### src/rtl/efs_pkg.sv
// Shared types and constants for the eased fade sequencer.
// Holds the transaction structs, opcode and register index codes.
// No dependencies.
`default_nettype none

package efs_pkg;

  localparam int FRAC_BITS = 16;
  localparam int TIME_BITS = 16;
  localparam int LEVEL_W   = FRAC_BITS + 1;
  localparam int DUR_W     = 16;
  localparam int TICK_W    = 10;
  localparam int CFG_IDX_W = 2;
  localparam int CFG_DATA_W = 16;

  localparam logic [LEVEL_W-1:0]   ONE_LEVEL = LEVEL_W'(1) << FRAC_BITS;
  localparam logic [TIME_BITS-1:0] TIME_MAX  = '1;

  localparam logic [DUR_W-1:0]  FADE_IN_RESET  = DUR_W'(200);
  localparam logic [DUR_W-1:0]  FADE_OUT_RESET = DUR_W'(150);
  localparam logic [TICK_W-1:0] TICK_RESET     = TICK_W'(10);

  typedef enum logic [1:0] {
    OP_TICK = 2'd0,
    OP_SHOW = 2'd1,
    OP_HIDE = 2'd2,
    OP_STOP = 2'd3
  } op_t;

  typedef enum logic [CFG_IDX_W-1:0] {
    REG_FADE_IN  = 2'd0,
    REG_FADE_OUT = 2'd1,
    REG_TICK     = 2'd2
  } cfg_reg_t;

  typedef struct packed {
    op_t                op;
    logic [LEVEL_W-1:0] stop_level;
  } cmd_t;

  typedef struct packed {
    logic [LEVEL_W-1:0] level;
    logic               finished;
  } rsp_t;

endpackage

`default_nettype wire

### src/rtl/eased_fade_sequencer.sv
// Eased fade sequencer: fade level on an ease-in-out-quad curve. Depends on efs_pkg.
// Show, hide, stop and a finishing tick pass through the emit state into the output register
// (rsp_valid); a tick inside a fade first passes the divide, square and scale steps.
// One transaction at a time: cmd_stall stays high until the result is registered, and longer
// while rsp_stall holds the output register; an ignored command leaves cmd_stall low.
// Reset (synchronous, rst high): idle at level 0, registers back to 200, 150 and 10.
`default_nettype none

module eased_fade_sequencer (
  input  wire logic                             clk,
  input  wire logic                             rst,
  input  wire logic                             cmd_valid,
  output logic                                  cmd_stall,
  input  wire efs_pkg::cmd_t                    cmd,
  output logic                                  rsp_valid,
  input  wire logic                             rsp_stall,
  output efs_pkg::rsp_t                         rsp,
  input  wire logic                             cfg_valid,
  output logic                                  cfg_ready,
  input  wire logic [efs_pkg::CFG_IDX_W-1:0]    cfg_index,
  input  wire logic [efs_pkg::CFG_DATA_W-1:0]   cfg_data
);

  localparam int LW = efs_pkg::LEVEL_W;
  localparam int FB = efs_pkg::FRAC_BITS;
  localparam int TB = efs_pkg::TIME_BITS;
  localparam int DW = efs_pkg::DUR_W;
  localparam int PW = 2 * LW + 1;

  typedef enum logic [2:0] {
    ST_IDLE,
    ST_DIVIDE,
    ST_SQUARE,
    ST_SCALE,
    ST_EMIT
  } state_t;

  state_t state;

  // configuration
  logic [DW-1:0]              fade_in_time;
  logic [DW-1:0]              fade_out_time;
  logic [efs_pkg::TICK_W-1:0] tick_period;

  // fade state
  logic [LW-1:0] current_level;
  logic [LW-1:0] start_level;
  logic [LW-1:0] goal_level;
  logic          running;
  logic [TB-1:0] elapsed_time;
  logic [DW-1:0] fade_duration;

  // serial datapath
  logic [4:0]    step;
  logic [DW-1:0] rem;
  logic [FB-1:0] quo;
  logic [LW-1:0] mul_a;
  logic [PW-1:0] prod;
  logic          ease_low;

  // pending result
  logic [LW-1:0] res_level;
  logic          res_finished;

  // combinational helpers
  logic [TB:0]   elapsed_sum;
  logic [TB-1:0] elapsed_next;
  logic          fade_done;
  logic [DW:0]   rem_shift;
  logic          rem_ge;
  logic [DW:0]   rem_diff;
  logic [FB-1:0] quo_next;
  logic [FB-1:0] fold_q;
  logic [LW-1:0] fold_in;
  logic [LW:0]   prod_sum;
  logic [PW-1:0] prod_next;
  logic [LW-1:0] sq_shift;
  logic [LW-1:0] ease_val;
  logic [LW-1:0] level_span;
  logic [LW-1:0] scaled;
  logic [LW-1:0] fade_level;
  logic [LW-1:0] stop_clamped;
  logic [LW-1:0] show_goal;
  logic [DW-1:0] show_dur;
  logic          is_show;

  always_comb begin
    elapsed_sum  = {1'b0, elapsed_time} + (TB+1)'(tick_period);
    elapsed_next = elapsed_sum[TB] ? efs_pkg::TIME_MAX : elapsed_sum[TB-1:0];
    fade_done    = ((TB+1)'(elapsed_next) >= (TB+1)'(fade_duration)) ||
                   (elapsed_next == efs_pkg::TIME_MAX);

    rem_shift = {rem, 1'b0};
    rem_ge    = rem_shift >= {1'b0, fade_duration};
    rem_diff  = rem_shift - {1'b0, fade_duration};
    quo_next  = {quo[FB-2:0], rem_ge};

    // fold the upper half of the curve onto ONE - progress
    fold_q  = ~quo_next + 1'b1;
    fold_in = quo_next[FB-1] ? {1'b0, fold_q} : {1'b0, quo_next};

    // shift-add: add multiplicand on the low bit, then shift right
    prod_sum  = prod[PW-1:LW] + (prod[0] ? {1'b0, mul_a} : '0);
    prod_next = {prod_sum, prod[LW-1:0]} >> 1;

    // (2*x*x) >> FB == (x*x) >> (FB-1)
    sq_shift = prod_next[FB-1 +: LW];
    ease_val = ease_low ? sq_shift : efs_pkg::ONE_LEVEL - sq_shift;

    level_span = (goal_level >= start_level) ? goal_level - start_level
                                             : start_level - goal_level;
    scaled     = prod_next[FB +: LW];
    fade_level = (goal_level >= start_level) ? start_level + scaled
                                             : start_level - scaled;

    stop_clamped = (cmd.stop_level > efs_pkg::ONE_LEVEL) ? efs_pkg::ONE_LEVEL
                                                         : cmd.stop_level;
    is_show   = (cmd.op == efs_pkg::OP_SHOW);
    show_goal = is_show ? efs_pkg::ONE_LEVEL : '0;
    show_dur  = is_show ? fade_in_time : fade_out_time;
  end

  assign cmd_stall = (state != ST_IDLE);
  assign cfg_ready = (state == ST_IDLE);

  always_ff @(posedge clk) begin
    if (rst) begin
      state         <= ST_IDLE;
      fade_in_time  <= efs_pkg::FADE_IN_RESET;
      fade_out_time <= efs_pkg::FADE_OUT_RESET;
      tick_period   <= efs_pkg::TICK_RESET;
      current_level <= '0;
      start_level   <= '0;
      goal_level    <= '0;
      running       <= 1'b0;
      elapsed_time  <= '0;
      fade_duration <= DW'(1);
      step          <= '0;
      rsp_valid     <= 1'b0;
    end else begin
      if (cfg_valid && cfg_ready) begin
        case (cfg_index)
          efs_pkg::REG_FADE_IN:  fade_in_time  <= cfg_data;
          efs_pkg::REG_FADE_OUT: fade_out_time <= cfg_data;
          efs_pkg::REG_TICK:     tick_period   <= cfg_data[efs_pkg::TICK_W-1:0];
          default: ;
        endcase
      end

      // hold the output register while stalled, drop it once taken
      if (state == ST_EMIT) begin
        rsp_valid <= 1'b1;
      end else if (!rsp_stall) begin
        rsp_valid <= 1'b0;
      end

      case (state)
        ST_IDLE: begin
          if (cmd_valid) begin
            case (cmd.op)
              efs_pkg::OP_SHOW, efs_pkg::OP_HIDE: begin
                if (running && goal_level == show_goal) begin
                  state <= ST_IDLE;
                end else if (!running && current_level == show_goal) begin
                  res_level    <= current_level;
                  res_finished <= 1'b1;
                  state        <= ST_EMIT;
                end else begin
                  start_level   <= current_level;
                  goal_level    <= show_goal;
                  fade_duration <= (show_dur == '0) ? DW'(1) : show_dur;
                  elapsed_time  <= '0;
                  running       <= 1'b1;
                  res_level     <= current_level;
                  res_finished  <= 1'b0;
                  state         <= ST_EMIT;
                end
              end
              efs_pkg::OP_STOP: begin
                running       <= 1'b0;
                current_level <= stop_clamped;
                start_level   <= stop_clamped;
                goal_level    <= stop_clamped;
                res_level     <= stop_clamped;
                res_finished  <= 1'b1;
                state         <= ST_EMIT;
              end
              efs_pkg::OP_TICK: begin
                if (running) begin
                  elapsed_time <= elapsed_next;
                  if (fade_done) begin
                    current_level <= goal_level;
                    running       <= 1'b0;
                    res_level     <= goal_level;
                    res_finished  <= 1'b1;
                    state         <= ST_EMIT;
                  end else begin
                    // elapsed < duration, so the quotient fits FB bits
                    rem   <= DW'(elapsed_next);
                    quo   <= '0;
                    step  <= '0;
                    state <= ST_DIVIDE;
                  end
                end
              end
              default: ;
            endcase
          end
        end

        ST_DIVIDE: begin
          rem <= rem_ge ? rem_diff[DW-1:0] : rem_shift[DW-1:0];
          quo <= quo_next;
          if (step == 5'(FB - 1)) begin
            ease_low <= ~quo_next[FB-1];
            mul_a    <= fold_in;
            prod     <= PW'(fold_in);
            step     <= '0;
            state    <= ST_SQUARE;
          end else begin
            step <= step + 5'd1;
          end
        end

        ST_SQUARE: begin
          if (step == 5'(LW - 1)) begin
            // hand the square over to the scaling multiply
            mul_a <= level_span;
            prod  <= PW'(ease_val);
            step  <= '0;
            state <= ST_SCALE;
          end else begin
            prod <= prod_next;
            step <= step + 5'd1;
          end
        end

        ST_SCALE: begin
          if (step == 5'(LW - 1)) begin
            current_level <= fade_level;
            res_level     <= fade_level;
            res_finished  <= 1'b0;
            step          <= '0;
            state         <= ST_EMIT;
          end else begin
            prod <= prod_next;
            step <= step + 5'd1;
          end
        end

        ST_EMIT: begin
          if (!rsp_valid || !rsp_stall) begin
            rsp.level    <= res_level;
            rsp.finished <= res_finished;
            state        <= ST_IDLE;
          end
        end

        default: state <= ST_IDLE;
      endcase
    end
  end

  level_in_range: assert property (@(posedge clk) disable iff (rst)
    current_level <= efs_pkg::ONE_LEVEL)
    else $error("fade level above full scale");

  duration_nonzero: assert property (@(posedge clk) disable iff (rst)
    fade_duration != '0)
    else $error("fade duration is zero");

  divide_rem_bound: assert property (@(posedge clk) disable iff (rst)
    state == ST_DIVIDE |-> rem < fade_duration)
    else $error("divider remainder out of range");

  busy_means_running: assert property (@(posedge clk) disable iff (rst)
    (state == ST_DIVIDE || state == ST_SQUARE || state == ST_SCALE) |-> running)
    else $error("arithmetic pass without a running fade");

  emit_delivers: assert property (@(posedge clk) disable iff (rst)
    state == ST_EMIT && !(rsp_valid && rsp_stall) |=> rsp_valid && state == ST_IDLE)
    else $error("pending result not moved to output register");

endmodule

`default_nettype wire

### config.mk
export PLATFORM = sky130hd
export DESIGN_NAME = eased_fade_sequencer
export DESIGN_NICKNAME = d
export VERILOG_FILES = /design/src/rtl/efs_pkg.sv /design/src/rtl/eased_fade_sequencer.sv
export SDC_FILE = /design/constraint.sdc
export NUM_CORES = 1
export LEC_CHECK = 0
export ABC_CLOCK_PERIOD_IN_PS = 12500
export BUFFER_PORTS_ARGS = -buffer_cell sky130_fd_sc_hd__buf_4
export CAP_MARGIN = 30
export CORE_MARGIN = 2
export CORE_UTILIZATION = 60
export CTS_BUF_LIST = sky130_fd_sc_hd__clkbuf_2 sky130_fd_sc_hd__clkbuf_4 sky130_fd_sc_hd__clkbuf_8
export DETAILED_ROUTE_END_ITERATION = 12
export HOLD_SLACK_MARGIN = 0.15
export PLACE_DENSITY = 0.79
export SYNTH_ARGS = -nofsm -noshare
export SYNTH_HDL_FRONTEND = slang
export SYNTH_SLANG_ARGS = --single-unit
export TNS_END_PERCENT = 10
### constraint.sdc
create_clock -name clk -period 12.5 [get_ports clk]
set_input_delay 1.25 -clock clk [delete_from_list [all_inputs] [get_ports clk]]
set_output_delay 1.25 -clock clk [all_outputs]
set_load 0.005 [all_outputs]
==> impl_results.md, run 1 <==
* Placer Congestion at 0.958
* Clock Latency Late Sink at 0.59 ns
* Slew Limit Fails at 0
* Layout cells sized above 1 at around a tenth
* Top-count cell post-synth: nand2_1
* MaxCap Viol Count at 0
* Register area share after synthesis at 37.4%
* Synth Area per Inst at 8.55 sq um
* Clock slew at reported path FFs at approximately 0.07 ns
* CTS Buf Count at 44
* FF-to-FF path depth at 21
* Crit end category: flop
* Top cell type's share of synthesized area at a little over a fifth
* Max transition margin at between 30 and 40%
* Ys Warns at 0
* Gr busiest metal: met2
* CTS tree: done
* Root Driver: clkbuf_8
* Worst clock skew at 0.0416 ns
* F_max at 0.176 GHz
* Chip height at about 170 um
* Post-route minimum period at 5.69 ns
* Initial core utilization at 60.7%
* Ys async rst share at 0%
* Drt first pass iters at 7
* Final wirelength at 45700 um
* Pwr per Cell Area at 123 nW/um^2
* Grt met3 use at under 10%
* DRT antenna net count at 0
* GRT Overall Usage at between 30% and 40%
* Sink Count at ~250
* Syn nets at 2127
* Final TNS setup at 0 ns
* Postcts setup bufs at 0
* Post-DR vias/cell at roughly 6.2
* Core footprint at 27600 sq um
* Syn Std Cell Area at between 15000 and 20000 sq um
* Status: finished clean
* WP data arrival at 6.12 ns
* Crit Path Class: reg -> reg
* Vias at 14.9k
* Cell count after placement at roughly 2.3k
* Hold buffer count at CTS at 0
* CP Launch Type: flop
* Port buffer count at slightly above 60
* Post-Layout Cell Count at 2413
* Worst slew pin tran at 0.966 ns
* CTS Buffer Depth at 3
* Nets at 2166
* Met1 Track Usage GR at 38.6%
* Final setup fails at 0
* Yosys cell types at 80
* Detailed placement HPWL at 33500 um
* Mapped Cells at 1961
* CP Max Fanout at 17
* Seq cells post-synth at 254
* DR WL/cell at around 19 um
* Final Hold Violating Endpoints at 0
* Pleak at 7.24 nW
* Worst Path Required at 12.93 ns
* Worst R2R End: res_level[16]
* Post-synth EDFFs at approximately 120
* Initial antenna violation count at 0
* Die Width at 171 um
* PostCTS Resize Cnt at 0
* DRT iter0 DRCs at 1712
* First-pass GRT wire length at 72900 um
* RSZ-0062 raised after global routing: no
* Floorplan row count at 61
* Fillers at 2315
* Period utilization at 45.5%
* Reg2Reg Setup Slack at 6.81 ns
* M2 GR Usage at 53.5%
* Ys flop type: dfxtp_1
* Vias in the first global route at 14.3k
* R2R Path Start: prod[0]
* Largest area contributor in the netlist: edfxtp_1
* Top post-synthesis cells by area: edfxtp_1, dfxtp_1, ha_1
* Most frequent cells after synthesis: nand2_1, a21oi_1, nor2_1
* HP Class: reg -> reg
* Pwr Total at 2.28 mW
* Total gr overflow at 0
* DRC Markers at 0
* IO Count at 63
* H-tree Lvls at 2
* ANT cells at 0
* Area delta synth->final at 10.2%
* Largest net degree at the start of global routing at 77
* Peak VDD IR at 0.000118 V
* Crit path launch: prod[0]
* Die ar. at 29300 sq um
* Worst Setup EP: res_level[16]
-- cells in the final DEF (no fill, tap or decap), types with 13 or more instances in the layout --
cell type,netlist,routed
ha_1,118,118
inv_1,97,97
and3_1,23,23
xnor2_1,63,63
nor2_1,197,196
nor3b_1,18,18
a22oi_1,47,47
o21ai_0,91,91
a211oi_1,36,35
o31ai_1,13,13
nand3_1,38,38
mux2i_1,51,51
clkbuf_8,0,44
nand2b_1,16,16
and2_1,39,39
nor2b_1,16,16
dfxtp_1,135,135
buf_4,1,84
a21oi_1,209,208
a21o_1,28,28
nand2_1,220,220
xor2_1,41,41
a31oi_1,18,17
edfxtp_1,119,119
or3_1,17,17
nor4_1,22,22
nor3_1,42,39
-- kinds of logic after synthesis --
family	Yosys count	share of synthesized area, %
xor gates and xnor gates	106	5.66
muxes	51	3.04
AOI/OAI and AO/OA	546	20.7
buffers and inverters	191	4.36
DFF	254	37.4
adders and majority gates	124	9.52
and+or+nand+nor	689	19.3
-- per-layer routing --
layer  wire, um  up-vias
li1           -     7136
met1      18600     7051
met2      21900      627
met3       3200      135
met4       2020        0
met5          0        -
-- area by class of cell --
| cell class | count | area [sq um] | share of cell area, % |
|---|---|---|---|
| Clock buffer | 56 | 696 | 3.76 |
| Tap cell | 378 | 473 | 2.56 |
| Sequential cell | 254 | 6280 | 33.9 |
| Clock inverter | 25 | 219 | 1.18 |
| Timing Repair Buffer | 85 | 646 | 3.49 |
| Multi-Input combinational cell | 1516 | 9810 | 53.1 |
| Inverter | 99 | 372 | 2.01 |
-- critical path, stage by stage (launching register included) --
cell,delay (ns)
edfxtp_1,0.57
and2_1,0.22
ha_1,0.22
fa_1,0.43
a211oi_1,0.28
o21bai_1,0.14
a2111oi_0,0.41
a21oi_1,0.10
xnor2_1,0.60
and3_1,0.32
and3_1,0.21
nor2_1,0.06
xor2_1,0.24
ha_1,0.32
or3_1,0.35
o21ai_0,0.08
a21oi_1,0.06
a21o_1,0.22
a21o_1,0.17
a21oi_1,0.16
xnor3_1,0.25
o21ai_1,0.12
-- flip-flops by register name, indices dropped and copies added, names as in the netlist, 17 cells and up --
signal / cells
current_level: 17
goal_level: 17
mul_a: 17
prod: 34
res_level: 17
rsp: 18
start_level: 17
-- power breakdown --
part,internal (mW),total (mW),leakage [nW],switching (mW)
Combinational,0.216,0.565,4.57,0.349
Clock,0.433,0.799,0.476,0.366
Sequential,0.895,0.917,2.20,0.0220
-- per-stage QoR --
| step | hold slack [ns] | setup WS [ns] | util [%] | cell area (sq um) |
|---|---|---|---|---|
| floorplan | 0.400 | 6.02 | - | 16800 |
| global placement | 0.403 | 7.00 | 63.6 | 17600 |
| detailed placement | 0.406 | 6.92 | 63.6 | 17600 |
| CTS | 0.415 | 6.89 | 66.9 | 18500 |
| global route | 0.427 | 6.46 | 66.9 | 18500 |
| finish | 0.413 | 6.81 | 66.9 | 18500 |
-- how the worst min path moves through the flow --
stage,from,end,cells past startpoint
2_1_floorplan,res_finished,rsp[0],0
3_3_place_gp,res_level[14],rsp[15],0
3_5_place_dp,res_level[8],rsp[9],0
4_1_cts,res_level[11],rsp[12],0
5_1_grt,res_level[8],rsp[9],0
6_report,res_level[11],rsp[12],0
No activity file was read; power rests on OpenSTA's default activity.
==> run 2, diff against run 1 <==
Settings changed: ABC_CLOCK_PERIOD_IN_PS 12500 to 4900, CORE_UTILIZATION 60 to 59, PLACE_DENSITY 0.79 to 0.81.
Clock period 12.5 ns to 4.9 ns, I/O delays scaled along.
==> impl_results.md, run 2 (synthesized netlist as in run 1, its figures left out) <==
* Max transition margin at 31.6% (-4.0 points)
* Vias in the first global route at 14.9k (+4.2%)
* Most flops, register: prod
* Vias at 15.5k (+3.5%)
* Die Width at 173 um (+0.82%)
* Root Driver: clkbuf_8
* Clock slew at reported path FFs at 0.06 ns (about the same)
* Placer Congestion at 1.04 (+8.8%)
* Crit end category: flop
* Clock Latency Late Sink at 0.59 ns (about the same)
* WP data arrival at 5.11 ns (-1.01 ns)
* DR WL/cell at 19.2 um (+1.4%)
* Worst clock skew at 0.0357 ns (-0.00593 ns)
* Period utilization at 98.6% (+53 points)
* DRT iter0 DRCs at 1379 (-19%)
* Biggest regs: prod (34), rsp (18)
* Fin util at 69.4% (+2.5 points)
* MaxCap Viol Count at 0 (unchanged)
* H-tree Lvls at 2 (unchanged)
* F_max at 0.207 GHz (+18%)
* Pwr Total at 5.92 mW (+160%)
* DRT antenna net count at 0 (unchanged)
* Area delta synth->final at 15.3%
* CTS Buf Count at 45 (+2.3%)
* Cell count after placement at 2392 (+2.6%)
* Drt first pass iters at 10 (+3)
* CTS tree: done
* Final setup fails at 0 (unchanged)
* R2R Path Start: prod[0]
* Final wirelength at 47900 um (+4.8%)
* Post-Layout Cell Count at 2493 (+3.3%)
* Crit Path Class: reg -> reg
* DRC Markers at 1 (+1)
* CP Launch Type: flop
* Worst Path Required at 5.18 ns (-7.75 ns)
* Status: complete, but fails checks
* Failing checks: DRC
* Crit path launch: prod[0]
* CP Max Fanout at 10 (-7)
* Max reg flops at 34 (unchanged)
* Worst slew pin tran at 1.02 ns (+0.0509 ns)
* Commonest non-fill, non-tap cell in the layout: nand2_1
* Core footprint at 27900 sq um (+0.83%)
* ANT cells at 0 (unchanged)
* Slew Limit Fails at 0 (unchanged)
* CTS Buffer Depth at 3 (unchanged)
* Layout cells sized above 1 at 13.8% (+4.3 points)
* Most frequent cells in the layout: nand2_1, a21oi_1, nor2_1, buf_4, dfxtp_1
* Final Hold Violating Endpoints at 0 (unchanged)
* Initial antenna violation count at 0 (unchanged)
* First-pass GRT wire length at 76000 um (+4.2%)
* Port buffer count at 62 (unchanged)
* Die ar. at 29800 sq um (+1.7%)
* Pwr per Cell Area at 306 nW/um^2 (+150%)
* Post-DR vias/cell at 6.21 (+0.22%)
* Detailed placement HPWL at 34900 um (+4.1%)
* Nets at 2245 (+3.6%)
* Chip height at 173 um (+0.82%)
* IO Count at 63 (unchanged)
* Largest net degree at the start of global routing at 78 (+1.3%)
* Sink Count at 254 (unchanged)
* HP Start: cfg_data[0]
* Peak VDD IR at 0.000278 V (+140%)
* Pleak at 7.70 nW (+6.3%)
* Post-route minimum period at 4.83 ns (-0.859 ns)
* Floorplan row count at 61 (unchanged)
* Initial core utilization at 60.2% (-0.50 points)
* Final TNS setup at 0 ns (unchanged)
* HP Class: in -> reg
* Total gr overflow at 0 (unchanged)
* GRT Overall Usage at 31.2% (-0.073 points)
run 2: cell count changes in the layout (fill, tap and decap cells not counted), sizes merged:
cell,previous run,this run
clkinv,21,15
clkinvlp,2,1
dlygate4sd3,0,12
inv,98,97
clkbuf,56,67
bufinv,3,2
buf,85,151
run 2: timing repair:
action                                  4_1_cts  5_1_grt
hold buffers                                 12        0
pin swaps                                     1       13
buffers inserted                              0        5
endpoints found under the setup margin        2       38
hold endpoints to repair                     15        0
resized for setup                             2       31
run 2: path summary, 6_finish.rpt:
path              slack [ns]  depth (start not counted)         endpoint
setup reg to reg        0.07                         20    res_level[15]
hold reg to reg         0.42                          0           rsp[0]
setup / recovery        0.07                         20    res_level[15]
hold / removal          0.18                          3  fade_in_time[0]
run 2: per-stage QoR:
step	instance area [sq um]	hold slack [ns]	worst slack, ns
2_1_floorplan	16800	0.400	-0.00318
3_3_place_gp	18100	0.404	0.0998
3_5_place_dp	18100	0.407	-0.00805
4_1_cts	19200	0.158	0.0102
5_1_grt	19300	0.162	-0.161
6_report	19300	0.182	0.0689
run 2: report_power, final:
group          switching (mW)  leakage (nW)  internal (mW)
Clock                   0.910         0.499           1.16
Sequential             0.0533          2.20           2.28
Combinational           0.897          5.00          0.613
run 2: final cells by class:
type,instances,area (sq um)
clock inverters,16,149
inverters,99,372
multi-input cells,1516,9970
fillers,2140,8510
clock buffers,67,803
repair buffers,163,1300
flip-flops and latches,254,6280
well taps,378,473
run 2: metal layers:
metal	global-route usage [%]	wire (um)	up-vias	share of wire, %
li1	-	-	7294	-
met1	38.3	18800	7365	39
met2	52.6	22700	644	47
met3	5.10	3480	176	7.3
met4	17.1	2910	0	6.1
met5	0	0	-	0
run 2: worst max-delay path, stage by stage, from the launching register on:
cell,delay (ns)
edfxtp_1,0.41
buf_6,0.15
and2_1,0.17
fa_2,0.44
buf_4,0.16
xnor2_2,0.16
and2_4,0.17
or3b_4,0.40
o21ai_0,0.21
xnor2_1,0.19
ha_1,0.33
o21a_1,0.13
o21a_1,0.19
and3_1,0.21
a211oi_2,0.30
nor2_1,0.12
a211o_1,0.28
a21oi_1,0.18
xnor2_1,0.08
nand2_1,0.12
o21ai_0,0.13
